## src/design/bhs_pkg.sv

```systemverilog
// ----------------------------------------------------------------------------
// bhs_pkg
// Shared widths, payload types and register indexes of the best-hit selector.
// ----------------------------------------------------------------------------
`default_nettype none

package bhs_pkg;

    localparam int ID_BITS         = 23;
    localparam int TGT_BITS        = 24;
    localparam int ABUND_BITS      = 32;
    localparam int TARGET_BITS_DEF = 24;
    localparam int CFG_IDX_BITS    = 2;

    localparam logic [CFG_IDX_BITS-1:0] CFG_ORDER_BY_SIZE = CFG_IDX_BITS'(0);
    localparam logic [CFG_IDX_BITS-1:0] CFG_BOTH_STRANDS  = CFG_IDX_BITS'(1);

    typedef struct packed {
        logic                  valid_req;
        logic                  hit_rejected;
        logic                  hit_aligned;
        logic                  hit_accepted;
        logic [ID_BITS-1:0]    identity;
        logic [TGT_BITS-1:0]   target_index;
        logic [ABUND_BITS-1:0] abundance;
        logic                  strand;
        logic                  last_hit;
    } hit_t;

    typedef struct packed {
        logic                found;
        logic [TGT_BITS-1:0] best_target;
        logic [ID_BITS-1:0]  best_identity;
        logic                best_strand;
    } res_t;

    typedef struct packed {
        logic order_by_size;
        logic both_strands;
    } cfg_t;

    typedef struct packed {
        logic take;
        logic last;
    } step_t;

endpackage

`default_nettype wire

```

## src/design/bhs_if.sv

```systemverilog
// ----------------------------------------------------------------------------
// bhs_if
// Valid/ready channels of the best-hit selector: hits, results, configuration.
// ----------------------------------------------------------------------------
`default_nettype none

interface bhs_hit_if;
    logic                            valid;
    logic                            ready;
    logic                            valid_req;
    logic                            hit_rejected;
    logic                            hit_aligned;
    logic                            hit_accepted;
    logic [bhs_pkg::ID_BITS-1:0]     identity;
    logic [bhs_pkg::TGT_BITS-1:0]    target_index;
    logic [bhs_pkg::ABUND_BITS-1:0]  abundance;
    logic                            strand;
    logic                            last_hit;

    modport source (
        output valid, valid_req, hit_rejected, hit_aligned, hit_accepted,
               identity, target_index, abundance, strand, last_hit,
        input  ready
    );
    modport sink (
        input  valid, valid_req, hit_rejected, hit_aligned, hit_accepted,
               identity, target_index, abundance, strand, last_hit,
        output ready
    );
endinterface

interface bhs_res_if;
    logic                         valid;
    logic                         ready;
    logic                         found;
    logic [bhs_pkg::TGT_BITS-1:0] best_target;
    logic [bhs_pkg::ID_BITS-1:0]  best_identity;
    logic                         best_strand;

    modport source (
        output valid, found, best_target, best_identity, best_strand,
        input  ready
    );
    modport sink (
        input  valid, found, best_target, best_identity, best_strand,
        output ready
    );
endinterface

interface bhs_cfg_if;
    logic                             valid;
    logic                             ready;
    logic [bhs_pkg::CFG_IDX_BITS-1:0] index;
    logic                             data;

    modport source (
        output valid, index, data,
        input  ready
    );
    modport sink (
        input  valid, index, data,
        output ready
    );
endinterface

`default_nettype wire

```

## src/design/best_hit_selector_top.sv

```systemverilog
// ----------------------------------------------------------------------------
// best_hit_selector_top
// Keeps the best hit of a streamed hit list and reports it at list end.
// ----------------------------------------------------------------------------
// Hits enter on the hit channel at one per cycle; each passes an input
// register, is compared against the kept best combinationally, and on the
// item marked last_hit one result beat is loaded into the output register
// as that item leaves the input register. The single compare against the
// kept registers sets the rate of one hit per cycle; a list end stalls
// only while the previous result is still held.
// Configuration writes take effect on the next compare.
// ----------------------------------------------------------------------------
`default_nettype none

module best_hit_selector_top #(
    parameter int TARGET_BITS = bhs_pkg::TARGET_BITS_DEF
) (
    input  wire logic  clk,
    input  wire logic  rst_n,
    bhs_hit_if.sink    hit,
    bhs_res_if.source  res,
    bhs_cfg_if.sink    cfg
);

    bhs_pkg::cfg_t  cfg_reg;
    bhs_pkg::cfg_t  cfg_next;
    logic           s1_vld_reg;
    logic           s1_vld_next;
    bhs_pkg::hit_t  s1_item_reg;
    logic           out_vld_reg;
    logic           out_vld_next;
    bhs_pkg::res_t  out_res_reg;
    bhs_pkg::hit_t  hit_item;
    bhs_pkg::res_t  keep_res;
    bhs_pkg::step_t step;
    logic           hit_fire;
    logic           s1_go;

    assign cfg.ready = 1'b1;

    always_comb
    begin
        cfg_next = cfg_reg;
        if (cfg.valid)
        begin
            case (cfg.index)
                bhs_pkg::CFG_ORDER_BY_SIZE: cfg_next.order_by_size = cfg.data;
                bhs_pkg::CFG_BOTH_STRANDS:  cfg_next.both_strands  = cfg.data;
                default:                    cfg_next = cfg_reg;
            endcase
        end
    end

    always_comb
    begin
        hit_item.valid_req    = hit.valid_req;
        hit_item.hit_rejected = hit.hit_rejected;
        hit_item.hit_aligned  = hit.hit_aligned;
        hit_item.hit_accepted = hit.hit_accepted;
        hit_item.identity     = hit.identity;
        hit_item.target_index = hit.target_index;
        hit_item.abundance    = hit.abundance;
        hit_item.strand       = hit.strand;
        hit_item.last_hit     = hit.last_hit;
    end

    // hold a list end while the previous result waits
    assign s1_go     = s1_vld_reg && (!s1_item_reg.last_hit || !out_vld_reg || res.ready);
    assign hit.ready = !s1_vld_reg || s1_go;
    assign hit_fire  = hit.valid && hit.ready;

    assign step.take = s1_go;
    assign step.last = s1_item_reg.last_hit;

    always_comb
    begin
        s1_vld_next = s1_vld_reg;
        if (hit_fire)
        begin
            s1_vld_next = 1'b1;
        end
        else if (s1_go)
        begin
            s1_vld_next = 1'b0;
        end
    end

    always_comb
    begin
        out_vld_next = out_vld_reg;
        if (s1_go && s1_item_reg.last_hit)
        begin
            out_vld_next = 1'b1;
        end
        else if (res.ready)
        begin
            out_vld_next = 1'b0;
        end
    end

    bhs_keep #(
        .TARGET_BITS (TARGET_BITS)
    ) u_keep (
        .clk   (clk),
        .rst_n (rst_n),
        .cfg   (cfg_reg),
        .step  (step),
        .item  (s1_item_reg),
        .res   (keep_res)
    );

    always_ff @(posedge clk or negedge rst_n)
    begin
        if (!rst_n)
        begin
            cfg_reg     <= '0;
            s1_vld_reg  <= 1'b0;
            out_vld_reg <= 1'b0;
        end
        else
        begin
            cfg_reg     <= cfg_next;
            s1_vld_reg  <= s1_vld_next;
            out_vld_reg <= out_vld_next;
        end
    end

    always_ff @(posedge clk)
    begin
        if (hit_fire)
        begin
            s1_item_reg <= hit_item;
        end
        if (s1_go && s1_item_reg.last_hit)
        begin
            out_res_reg <= keep_res;
        end
    end

    assign res.valid         = out_vld_reg;
    assign res.found         = out_res_reg.found;
    assign res.best_target   = out_res_reg.best_target;
    assign res.best_identity = out_res_reg.best_identity;
    assign res.best_strand   = out_res_reg.best_strand;

`ifndef SYNTHESIS
    a_end_loads_out: assert property (@(posedge clk) disable iff (!rst_n)
        s1_go && s1_item_reg.last_hit |=> out_vld_reg)
        else $error("list end produced no result");

    a_fire_fills_s1: assert property (@(posedge clk) disable iff (!rst_n)
        hit_fire |=> s1_vld_reg)
        else $error("accepted hit lost");

    a_stall_cause: assert property (@(posedge clk) disable iff (!rst_n)
        s1_vld_reg && !s1_go |-> s1_item_reg.last_hit && out_vld_reg && !res.ready)
        else $error("input stage stalled without cause");

    a_empty_ready: assert property (@(posedge clk) disable iff (!rst_n)
        !s1_vld_reg |-> hit.ready)
        else $error("empty input stage not ready");
`endif

endmodule

`default_nettype wire

```

## src/design/bhs_keep.sv

```systemverilog
// ----------------------------------------------------------------------------
// bhs_keep
// Kept best hit, one lexicographic compare per hit, end-of-list result.
// ----------------------------------------------------------------------------
`default_nettype none

module bhs_keep #(
    parameter int TARGET_BITS = bhs_pkg::TARGET_BITS_DEF
) (
    input  wire logic          clk,
    input  wire logic          rst_n,
    input  wire bhs_pkg::cfg_t cfg,
    input  wire bhs_pkg::step_t step,
    input  wire bhs_pkg::hit_t item,
    output bhs_pkg::res_t      res
);

    localparam int KEEP_BITS =
        (TARGET_BITS < bhs_pkg::TGT_BITS) ? TARGET_BITS : bhs_pkg::TGT_BITS;

    logic                             have_best_reg;
    logic                             have_best_next;
    logic                             kept_rejected_reg;
    logic                             kept_aligned_reg;
    logic                             kept_accepted_reg;
    logic [bhs_pkg::ID_BITS-1:0]      kept_identity_reg;
    logic [KEEP_BITS-1:0]             kept_target_reg;
    logic [bhs_pkg::ABUND_BITS-1:0]   kept_abundance_reg;
    logic                             kept_strand_reg;

    logic [KEEP_BITS-1:0]             tgt;
    logic                             cand;
    logic                             beats;
    logic                             upd;
    logic                             have_now;
    logic                             acc_now;
    logic [bhs_pkg::ID_BITS-1:0]      id_now;
    logic [KEEP_BITS-1:0]             tgt_now;
    logic                             strand_now;

    assign tgt  = item.target_index[KEEP_BITS-1:0];
    assign cand = item.valid_req && (!item.strand || cfg.both_strands);

    always_comb
    begin
        if (item.hit_rejected != kept_rejected_reg)
        begin
            beats = !item.hit_rejected;
        end
        else if (cfg.order_by_size && item.hit_rejected)
        begin
            beats = 1'b0;
        end
        else if (item.hit_aligned != kept_aligned_reg)
        begin
            beats = item.hit_aligned;
        end
        else if (!item.hit_aligned)
        begin
            beats = 1'b0;
        end
        else if (cfg.order_by_size && (item.abundance != kept_abundance_reg))
        begin
            beats = item.abundance > kept_abundance_reg;
        end
        else if (item.identity != kept_identity_reg)
        begin
            beats = item.identity > kept_identity_reg;
        end
        else
        begin
            beats = tgt < kept_target_reg;
        end
    end

    assign upd        = step.take && cand && (!have_best_reg || beats);
    assign have_now   = have_best_reg || upd;
    assign acc_now    = upd ? item.hit_accepted : kept_accepted_reg;
    assign id_now     = upd ? item.identity     : kept_identity_reg;
    assign tgt_now    = upd ? tgt               : kept_target_reg;
    assign strand_now = upd ? item.strand       : kept_strand_reg;

    always_comb
    begin
        res = '0;
        if (have_now && acc_now)
        begin
            res.found         = 1'b1;
            res.best_target   = bhs_pkg::TGT_BITS'(tgt_now);
            res.best_identity = id_now;
            res.best_strand   = strand_now;
        end
    end

    always_comb
    begin
        have_best_next = have_best_reg;
        if (step.take)
        begin
            have_best_next = step.last ? 1'b0 : have_now;
        end
    end

    always_ff @(posedge clk or negedge rst_n)
    begin
        if (!rst_n)
        begin
            have_best_reg <= 1'b0;
        end
        else
        begin
            have_best_reg <= have_best_next;
        end
    end

    always_ff @(posedge clk)
    begin
        if (upd)
        begin
            kept_rejected_reg  <= item.hit_rejected;
            kept_aligned_reg   <= item.hit_aligned;
            kept_accepted_reg  <= item.hit_accepted;
            kept_identity_reg  <= item.identity;
            kept_target_reg    <= tgt;
            kept_abundance_reg <= item.abundance;
            kept_strand_reg    <= item.strand;
        end
    end

`ifndef SYNTHESIS
    a_last_clears: assert property (@(posedge clk) disable iff (!rst_n)
        step.take && step.last |=> !have_best_reg)
        else $error("kept hit survives end of list");

    a_cand_keeps: assert property (@(posedge clk) disable iff (!rst_n)
        step.take && cand && !step.last |=> have_best_reg)
        else $error("eligible hit not kept");

    a_upd_needs_take: assert property (@(posedge clk) disable iff (!rst_n)
        upd |-> step.take && item.valid_req)
        else $error("kept hit replaced without a hit");
`endif

endmodule

`default_nettype wire

```

## src/flat_wrapper.sv

```systemverilog
// flat-port wrapper written by rule: the top's interface ports become plain ports
module best_hit_selector_top_flat 
#(
    parameter int TARGET_BITS = bhs_pkg::TARGET_BITS_DEF
)
  (clk, rst_n, hit_valid, hit_valid_req, hit_hit_rejected, hit_hit_aligned, hit_hit_accepted, hit_identity, hit_target_index, hit_abundance, hit_strand, hit_last_hit, hit_ready, res_valid, res_found, res_best_target, res_best_identity, res_best_strand, res_ready, cfg_valid, cfg_index, cfg_data, cfg_ready);
  bhs_hit_if hit_i ();
  bhs_res_if res_i ();
  bhs_cfg_if cfg_i ();
  input  wire logic clk;
  input  wire logic rst_n;
  input wire logic [$bits(hit_i.valid)-1:0] hit_valid;
  input wire logic [$bits(hit_i.valid_req)-1:0] hit_valid_req;
  input wire logic [$bits(hit_i.hit_rejected)-1:0] hit_hit_rejected;
  input wire logic [$bits(hit_i.hit_aligned)-1:0] hit_hit_aligned;
  input wire logic [$bits(hit_i.hit_accepted)-1:0] hit_hit_accepted;
  input wire logic [$bits(hit_i.identity)-1:0] hit_identity;
  input wire logic [$bits(hit_i.target_index)-1:0] hit_target_index;
  input wire logic [$bits(hit_i.abundance)-1:0] hit_abundance;
  input wire logic [$bits(hit_i.strand)-1:0] hit_strand;
  input wire logic [$bits(hit_i.last_hit)-1:0] hit_last_hit;
  output wire logic [$bits(hit_i.ready)-1:0] hit_ready;
  output wire logic [$bits(res_i.valid)-1:0] res_valid;
  output wire logic [$bits(res_i.found)-1:0] res_found;
  output wire logic [$bits(res_i.best_target)-1:0] res_best_target;
  output wire logic [$bits(res_i.best_identity)-1:0] res_best_identity;
  output wire logic [$bits(res_i.best_strand)-1:0] res_best_strand;
  input wire logic [$bits(res_i.ready)-1:0] res_ready;
  input wire logic [$bits(cfg_i.valid)-1:0] cfg_valid;
  input wire logic [$bits(cfg_i.index)-1:0] cfg_index;
  input wire logic [$bits(cfg_i.data)-1:0] cfg_data;
  output wire logic [$bits(cfg_i.ready)-1:0] cfg_ready;
  assign hit_i.valid = hit_valid;
  assign hit_i.valid_req = hit_valid_req;
  assign hit_i.hit_rejected = hit_hit_rejected;
  assign hit_i.hit_aligned = hit_hit_aligned;
  assign hit_i.hit_accepted = hit_hit_accepted;
  assign hit_i.identity = hit_identity;
  assign hit_i.target_index = hit_target_index;
  assign hit_i.abundance = hit_abundance;
  assign hit_i.strand = hit_strand;
  assign hit_i.last_hit = hit_last_hit;
  assign hit_ready = hit_i.ready;
  assign res_valid = res_i.valid;
  assign res_found = res_i.found;
  assign res_best_target = res_i.best_target;
  assign res_best_identity = res_i.best_identity;
  assign res_best_strand = res_i.best_strand;
  assign res_i.ready = res_ready;
  assign cfg_i.valid = cfg_valid;
  assign cfg_i.index = cfg_index;
  assign cfg_i.data = cfg_data;
  assign cfg_ready = cfg_i.ready;
  best_hit_selector_top #(.TARGET_BITS(TARGET_BITS)) u_core (.clk(clk), .rst_n(rst_n), .hit(hit_i), .res(res_i), .cfg(cfg_i));
endmodule
```

## config.mk

```make
export PLATFORM = sky130hd
export DESIGN_NAME = best_hit_selector_top_flat
export DESIGN_NICKNAME = d
export VERILOG_FILES = /design/src/design/bhs_pkg.sv /design/src/design/bhs_if.sv /design/src/design/best_hit_selector_top.sv /design/src/design/bhs_keep.sv /design/src/flat_wrapper.sv
export SDC_FILE = /design/constraint.sdc
export NUM_CORES = 1
export LEC_CHECK = 0
export BUFFER_PORTS_ARGS = -buffer_cell sky130_fd_sc_hd__buf_4
export CORE_MARGIN = 8
export CORE_UTILIZATION = 58
export DETAILED_ROUTE_END_ITERATION = 10
export PLACE_DENSITY = 0.91
export SKIP_CTS_REPAIR_TIMING = 1
export SLEW_MARGIN = 20
export SYNTH_ARGS = -nofsm -noshare
export SYNTH_HDL_FRONTEND = slang
export SYNTH_SLANG_ARGS = --single-unit
```

## constraint.sdc

```tcl
create_clock -name clk -period 4 [get_ports clk]
set_input_delay 0.2 -clock clk [delete_from_list [all_inputs] [get_ports clk]]
set_output_delay 0.2 -clock clk [all_outputs]
set_load 0.1 [all_outputs]
```

==> metrics.md, run 1 <==
| Metric | Value |
|---|---|
| Period utilization | `slightly above 90%` |
| PD cells | `between 500 and 600 mW/mm2` |
| CTS root buf | `clkbuf_16` |
| Initial antenna violation count | `1` |
| Number of flip-flops in the largest register | `85` |
| Flops & latches, synth | `approximately 220` |
| Kind of critical path | `register to register` |
| Largest net degree at the start of global routing | `86` |
| Core Rows | `48` |
| Area Growth Syn to Fin | `29.7%` |
| Vias in the first global route | `7722` |
| Initial Util | `between 50% and 60%` |
| Clk sink count | `about 220` |
| Worst path buffer plus inverter count | `2` |
| IR drop worst, VDD | `approximately 0.42 mV` |
| DR DRC count | `0` |
| Die area | `0.0221 mm2` |
| H-Tree Depth | `1` |
| Fin crit period | `~3.7 ns` |
| Core area | `0.0173 mm2` |
| CTS tree | `yes` |
| Avg Cell Area, Syn | `11.7 um2` |
| Crit-path slowest cell | `inv_4` |
| Reg2Reg Capture Point | `u_core.u_keep.kept_target_reg[19]` |
| Total grt overflow | `0` |
| Clock-pin slew on the worst setup and hold paths | `0.06 ns` |
| Distinct cells, synth | `48` |
| Post-route antenna net violation count | `0` |
| Gpl congestion | `roughly 0.79` |
| Max Fclk | `between 200 and 300 MHz` |
| Post-place setup slack | `roughly 0.58 ns` |
| Commonest non-fill, non-tap cell in the layout | `edfxtp_1` |
| Reg2Reg Launch Point | `u_core.res.valid` |
| Routed vias | `7812` |
| Final instance area | `0.0133 mm2` |
| Syn_nets | `approximately 1000` |
| FF-to-FF path depth | `9` |
| Pleak | `~5.6 nW` |
| Post-synthesis sequential area ratio | `around 60%` |
| Clock skew | `roughly 0.024 ns` |
| DIE WIDTH | `149 um` |
| Die height | `149 um` |
| Crit path max fanout | `55` |
| Final hold vios | `0` |
| Number of max-cap violations | `0` |
| Port bufs | `approximately 140` |
| Async SR Flop Fraction | `under 10%` |
| CP Data Required Time | `4.42 ns` |
| Fillers | `997` |
| Synth Cell Area | `0.0102 mm2` |
| RSZ-0062 raised after global routing | `no` |
| Number of synthesized flops with an enable pin | `168` |
| Worst path top cell family by delay | `compound AO/OA/AOI/OAI gates` |
| Most frequent cells in the layout | `edfxtp_1 (168), buf_4 (150), inv_1 (132)` |
| Setup WS post-layout | `~0.28 ns` |
| Clock buffer depth | `3` |
| Reg2reg setup slack | `0.28 ns` |
| Top_reg_cell synth | `edfxtp_1` |
| WL/cell | `20.1 um` |
| Worst setup SP type | `register` |
| Crit path largest cell delay | `approximately 0.64 ns` |
| Synthesis Warnings | `0` |
| Slew Viols, Final | `0` |
| HP Class | `input port to async pin` |
| Setup crit end kind | `register` |
| HPWL Detailed | `16100 um` |
| Crit path DAT | `4.14 ns` |
| Routed vias/inst | `5.80` |
| Final setup fails | `0` |
| Layout cells sized above 1 | `between 10% and 20%` |
| Crit path cell chain | `nor2b_1, a221oi_1, o21ai_0, a311oi_1, or2_2, nand3_2, inv_4, buf_12, mux2i_1` |
| Total Routed Length | `27000 um` |
| Post-synthesis instance total | `about 870` |
| Outcome | `finished clean` |
| Slew @ Worst Pin | `between 1 and 1.5 ns` |
| I/O pins | `between 100 and 150` |
| Leading area contributor after synthesis | `edfxtp_1` |
| Setup_tns | `0 ns` |
| Fraction of post-synthesis cell area in the top cell type by area | `about half` |
| Top cells by area, synth | `edfxtp_1 (49%), dfxtp_1 (9.6%), ha_1 (9.5%)` |
| GR Util All Layers | `a little over a fifth` |
| CTS Buf Count | `24` |
| Global-route wire length before repair | `around 38000 um` |
| Post-layout nets | `between 1000 and 1500` |
| DRT Pass-1 Iters | `5` |
| Slew HR | `a little under a quarter` |
| Area post-placement | `around 0.012 mm2` |
| Worst-Skew Late Latency | `0.53 ns` |
| Starting DRT DRC Count | `around 660` |
Yosys cell counts (2+ instances only):
library cell and number:
edfxtp_1 168, nor2b_1 4, o2111ai_1 2, a211oi_1 5, nand2_1 67, mux2_2 3, nand3_1 6, nand2b_1 8
buf_6 3, and4_1 2, nor4_1 2, o211ai_1 2, o221ai_1 49, mux2i_1 45, dfxtp_1 49, nor2_1 61
inv_1 132, dfrtp_1 5, clkbuf_1 26, o21ai_0 67, or2_2 3, nor3b_1 2, a21oi_1 30, nand4_1 14
and2_1 2, a31oi_1 4, buf_2 8, ha_1 78, a21o_1 3, nor3_1 4
metrics by stage:
step / utilization, % / power, mW / hold WS [ns] / std cells
2_1_floorplan: - / 4.44 / -0.0956 / 872
3_3_place_gp: 66.6 / 4.86 / 0.00707 / 1211
3_5_place_dp: 66.6 / 4.97 / 0.00839 / 1211
4_1_cts: 71.3 / 7.25 / -0.551 / 1255
5_1_grt: 76.7 / 7.67 / 0.0518 / 1347
6_report: 76.7 / 7.36 / 0.0599 / 1347
where the power goes:
group / switching [mW] / internal, mW / total, mW
sequential: 0.254 / 2.89 / 3.14
combinational: 1.28 / 0.669 / 1.94
clock: 0.901 / 1.38 / 2.28
worst max path at each step:
stage                                 startpoint                                  end  cells after the start
after global placement    u_core.s1_item_reg[31]  u_core.u_keep.kept_identity_reg[11]                     10
after CTS                       u_core.res.valid  u_core.u_keep.kept_identity_reg[16]                      9
after detailed placement        u_core.res.valid  u_core.u_keep.kept_identity_reg[16]                      9
final                           u_core.res.valid    u_core.u_keep.kept_target_reg[19]                      9
after global routing            u_core.res.valid    u_core.u_keep.kept_target_reg[19]                      9
after floorplan                 u_core.res.valid          u_core.res.best_identity[0]                      2
layer usage:
layer  vias to the layer above  share of wire (%)  global-route usage (%)
met4                         0                4.2                    9.99
met2                       407                 52                    38.3
met3                       100                7.1                    4.07
met5                         -                  0                       0
met1                      3702                 37                    24.2
li1                       3603                  -                       -
worst register-to-register path: stages (launching register included):
cell and delay (ns):
dfrtp_1 0.40, nor2b_1 0.20, a221oi_1 0.56, o21ai_0 0.40, a311oi_1 0.50, or2_2 0.22, nand3_2 0.12, inv_4 0.65
buf_12 0.29, mux2i_1 0.28
cells by family after synthesis:
group	synth area share (%)
flip-flops	60.1
multiplexers	4.84
AND/OR/NAND/NOR	7.97
other	0.0366
adder cells (fa/ha/maj)	9.54
AO/OA/AOI/OAI	10.9
buffers and inverters	6.63
final cells by class:
cell class                      instances  area, um2  area share (%)
Sequential cell                       222       6150            46.4
Antenna cell                            1       2.50          0.0189
Multi-Input combinational cell        479       3420            25.8
Timing Repair Buffer                  243       2090            15.8
Clock inverter                         11        139            1.05
Clock buffer                           33        676            5.09
Inverter                              133        502            3.78
Tap cell                              225        282            2.12
Note: power is estimated with default switching activity, not from simulation.
==> run 2: changes to the inputs <==
--- a/config.mk
+++ b/config.mk
@@ -10,6 +10,7 @@
 export CORE_UTILIZATION = 58
 export DETAILED_ROUTE_END_ITERATION = 10
 export PLACE_DENSITY = 0.91
+export RECOVER_POWER = 100
 export SKIP_CTS_REPAIR_TIMING = 1
 export SLEW_MARGIN = 20
 export SYNTH_ARGS = -nofsm -noshare
==> metrics.md, run 2 (synthesis gave the netlist of run 1 again) <==
| Metric | Value |
|---|---|
| I/O pins | `145 (unchanged)` |
| Number of flip-flops in the largest register | `85 (unchanged)` |
| Area of the multi-input gates | `0.00341 mm2 (was 0.00342 mm2)` |
| Pleak | `5.37 nW (was 5.61 nW)` |
| Slew HR | `-82.7% (was 23.7%)` |
| Port bufs | `143 (unchanged)` |
| Slew Viols, Final | `66 (was 0)` |
| Slew @ Worst Pin | `2.74 ns (was 1.14 ns)` |
| Most frequent cells in the layout | `edfxtp_1 (168), inv_1 (132), dlygate4sd3_1 (90) (was edfxtp_1 (168), buf_4 (150), inv_1 (132))` |
| H-Tree Depth | `1 (unchanged)` |
| Post-route antenna net violation count | `0 (unchanged)` |
| CTS Buf Count | `24 (unchanged)` |
| Post-place setup slack | `0.576 ns (unchanged)` |
| Commonest non-fill, non-tap cell in the layout | `edfxtp_1 (unchanged)` |
| Period utilization | `93.1% (was 93.0%)` |
| Post-layout nets | `1274 (unchanged)` |
| Vias in the first global route | `7722 (unchanged)` |
| Placed Cells | `1211 (unchanged)` |
| WL/cell | `20.0 um (was 20.1 um)` |
| Fillers | `1078 (was 997)` |
| Failing checks | `capacitance limit, slew limit` |
| Worst path top cell family by delay | `simple AND/OR/NAND/NOR gates (was compound AO/OA/AOI/OAI gates)` |
| Core Rows | `48 (unchanged)` |
| Clock buffer depth | `3 (unchanged)` |
| Routed vias/inst | `5.82 (was 5.80)` |
| Largest net degree at the start of global routing | `86 (unchanged)` |
| IR drop worst, VDD | `0.416 mV (was 0.421 mV)` |
| Number of max-cap violations | `2 (was 0)` |
| Fin crit period | `3.72 ns (about the same)` |
| CTS tree | `yes (unchanged)` |
| Global-route wire length before repair | `37800 um (unchanged)` |
| Crit path cell chain | `ha_1, nand4_1, nor3_1, nand2_1, a311oi_1, or2_2, nand3_1, inv_4, buf_12, mux2i_1 (was nor2b_1, a221oi_1, o21ai_0, a311oi_1, or2_2, nand3_2, inv_4, buf_12, mux2i_1)` |
| Clk sink count | `222 (unchanged)` |
| DIE WIDTH | `149 um (unchanged)` |
| Routed vias | `7838 (was 7812)` |
| RSZ-0062 raised after global routing | `no (unchanged)` |
| PD cells | `562 mW/mm2 (was 555 mW/mm2)` |
| Reg2reg setup slack | `0.28 ns (about the same)` |
| Kind of critical path | `register to register (unchanged)` |
| Die area | `0.0221 mm2 (unchanged)` |
| Worst setup SP type | `register (unchanged)` |
| CTS root buf | `clkbuf_16 (unchanged)` |
| Setup_tns | `0 ns (unchanged)` |
| GR Util All Layers | `21.4% (unchanged)` |
| Outcome | `complete, but fails checks (was finished clean)` |
| Sequential Area | `0.00615 mm2 (unchanged)` |
| Setup WS post-layout | `0.276 ns (was 0.281 ns)` |
| Total Routed Length | `27000 um (about the same)` |
| Total grt overflow | `0 (unchanged)` |
| Worst path buffer plus inverter count | `2 (unchanged)` |
| Layout cells sized above 1 | `12.6% (was 18.2%)` |
| Die height | `149 um (unchanged)` |
| Final setup fails | `0 (unchanged)` |
| Core area | `0.0173 mm2 (unchanged)` |
| Crit-path slowest cell | `inv_4 (unchanged)` |
| HPWL Detailed | `16100 um (unchanged)` |
| CP Data Required Time | `4.42 ns (about the same)` |
| Starting DRT DRC Count | `660 (was 658)` |
| Core Util, Final | `75.3% (was 76.7%)` |
| Worst-Skew Late Latency | `0.53 ns (about the same)` |
| DR DRC count | `0 (unchanged)` |
| Initial Util | `59.2% (unchanged)` |
| Setup crit end kind | `register (unchanged)` |
| Crit path max fanout | `55 (unchanged)` |
| Gpl congestion | `0.785 (unchanged)` |
| Area Growth Syn to Fin | `27.3% (was 29.7%)` |
| Crit path DAT | `4.14 ns (about the same)` |
| Max Fclk | `269 MHz (about the same)` |
| DRT Pass-1 Iters | `5 (unchanged)` |
| Initial antenna violation count | `1 (unchanged)` |
| Final hold vios | `0 (unchanged)` |
| Clock skew | `0.0260 ns (was 0.0236 ns)` |
| Final std cells w/o fill | `1347 (unchanged)` |
| Clock-pin slew on the worst setup and hold paths | `0.06 ns (about the same)` |
| Crit path largest cell delay | `0.67 ns (was 0.64 ns)` |
| Overall power | `7.32 mW (was 7.36 mW)` |
| HP Class | `input port to register (was input port to async pin)` |
==> run 2: cell count changes in the layout (fill, tap and decap cells not counted), sizes merged <==
| cell | change |
|---|---|
| clkbuf | +138 |
| buf | -138 |
==> run 2: worst min-delay path: stages <==
cell and delay, ns:
buf_4 0.08, nor2b_1 0.07, nand2b_1 0.16
==> run 2: layer usage <==
| layer | GRT usage [%] | part of all wire [%] | vias to the layer above |
|---|---|---|---|
| li1 | - | - | 3597 |
| met1 | 24.2 | 37 | 3732 |
| met2 | 38.3 | 51 | 412 |
| met3 | 4.07 | 7.1 | 97 |
| met4 | 9.99 | 4.6 | 0 |
| met5 | 0 | 0 | - |
==> run 2: where the power goes <==
part,internal [mW],leakage (nW),switching (mW)
combinational,0.619,2.89,1.27
clock,1.38,0.402,0.901
sequential,2.89,2.08,0.253
total,4.89,5.37,2.43
==> run 2: path summary, 6_finish.rpt <==
path	start	end	depth (start not counted)
max in group asynchronous	rst_n	u_core.u_keep.have_best_reg	2
hold reg to reg	u_core.s1_item_reg[27]	u_core.u_keep.kept_abundance_reg[25]	0
min in group asynchronous	rst_n	u_core.s1_vld_reg	2
setup reg to reg	u_core.s1_item_reg[31]	u_core.u_keep.kept_target_reg[19]	10
hold / removal	res_ready	u_core.res.valid	3
setup / recovery	u_core.s1_item_reg[31]	u_core.u_keep.kept_target_reg[19]	10
==> run 2: layout make-up <==
cell class | count | share of cell area [%]
sequential | 222 | 47.2
multi-input combinational | 479 | 26.1
timing repair buffer | 243 | 14.3
clock buffer | 33 | 5.19
inverter | 133 | 3.85
tap | 225 | 2.16
clock inverter | 11 | 1.07
antenna | 1 | 0.0192
==> run 2: metrics by stage <==
step | hold WS [ns] | instance area, um2
after CTS | -0.551 | 12300
after floorplan | -0.0956 | 10200
final | 0.0272 | 13000
after detailed placement | 0.00839 | 11500
after global routing | 0.0279 | 13000
after global placement | 0.00707 | 11500
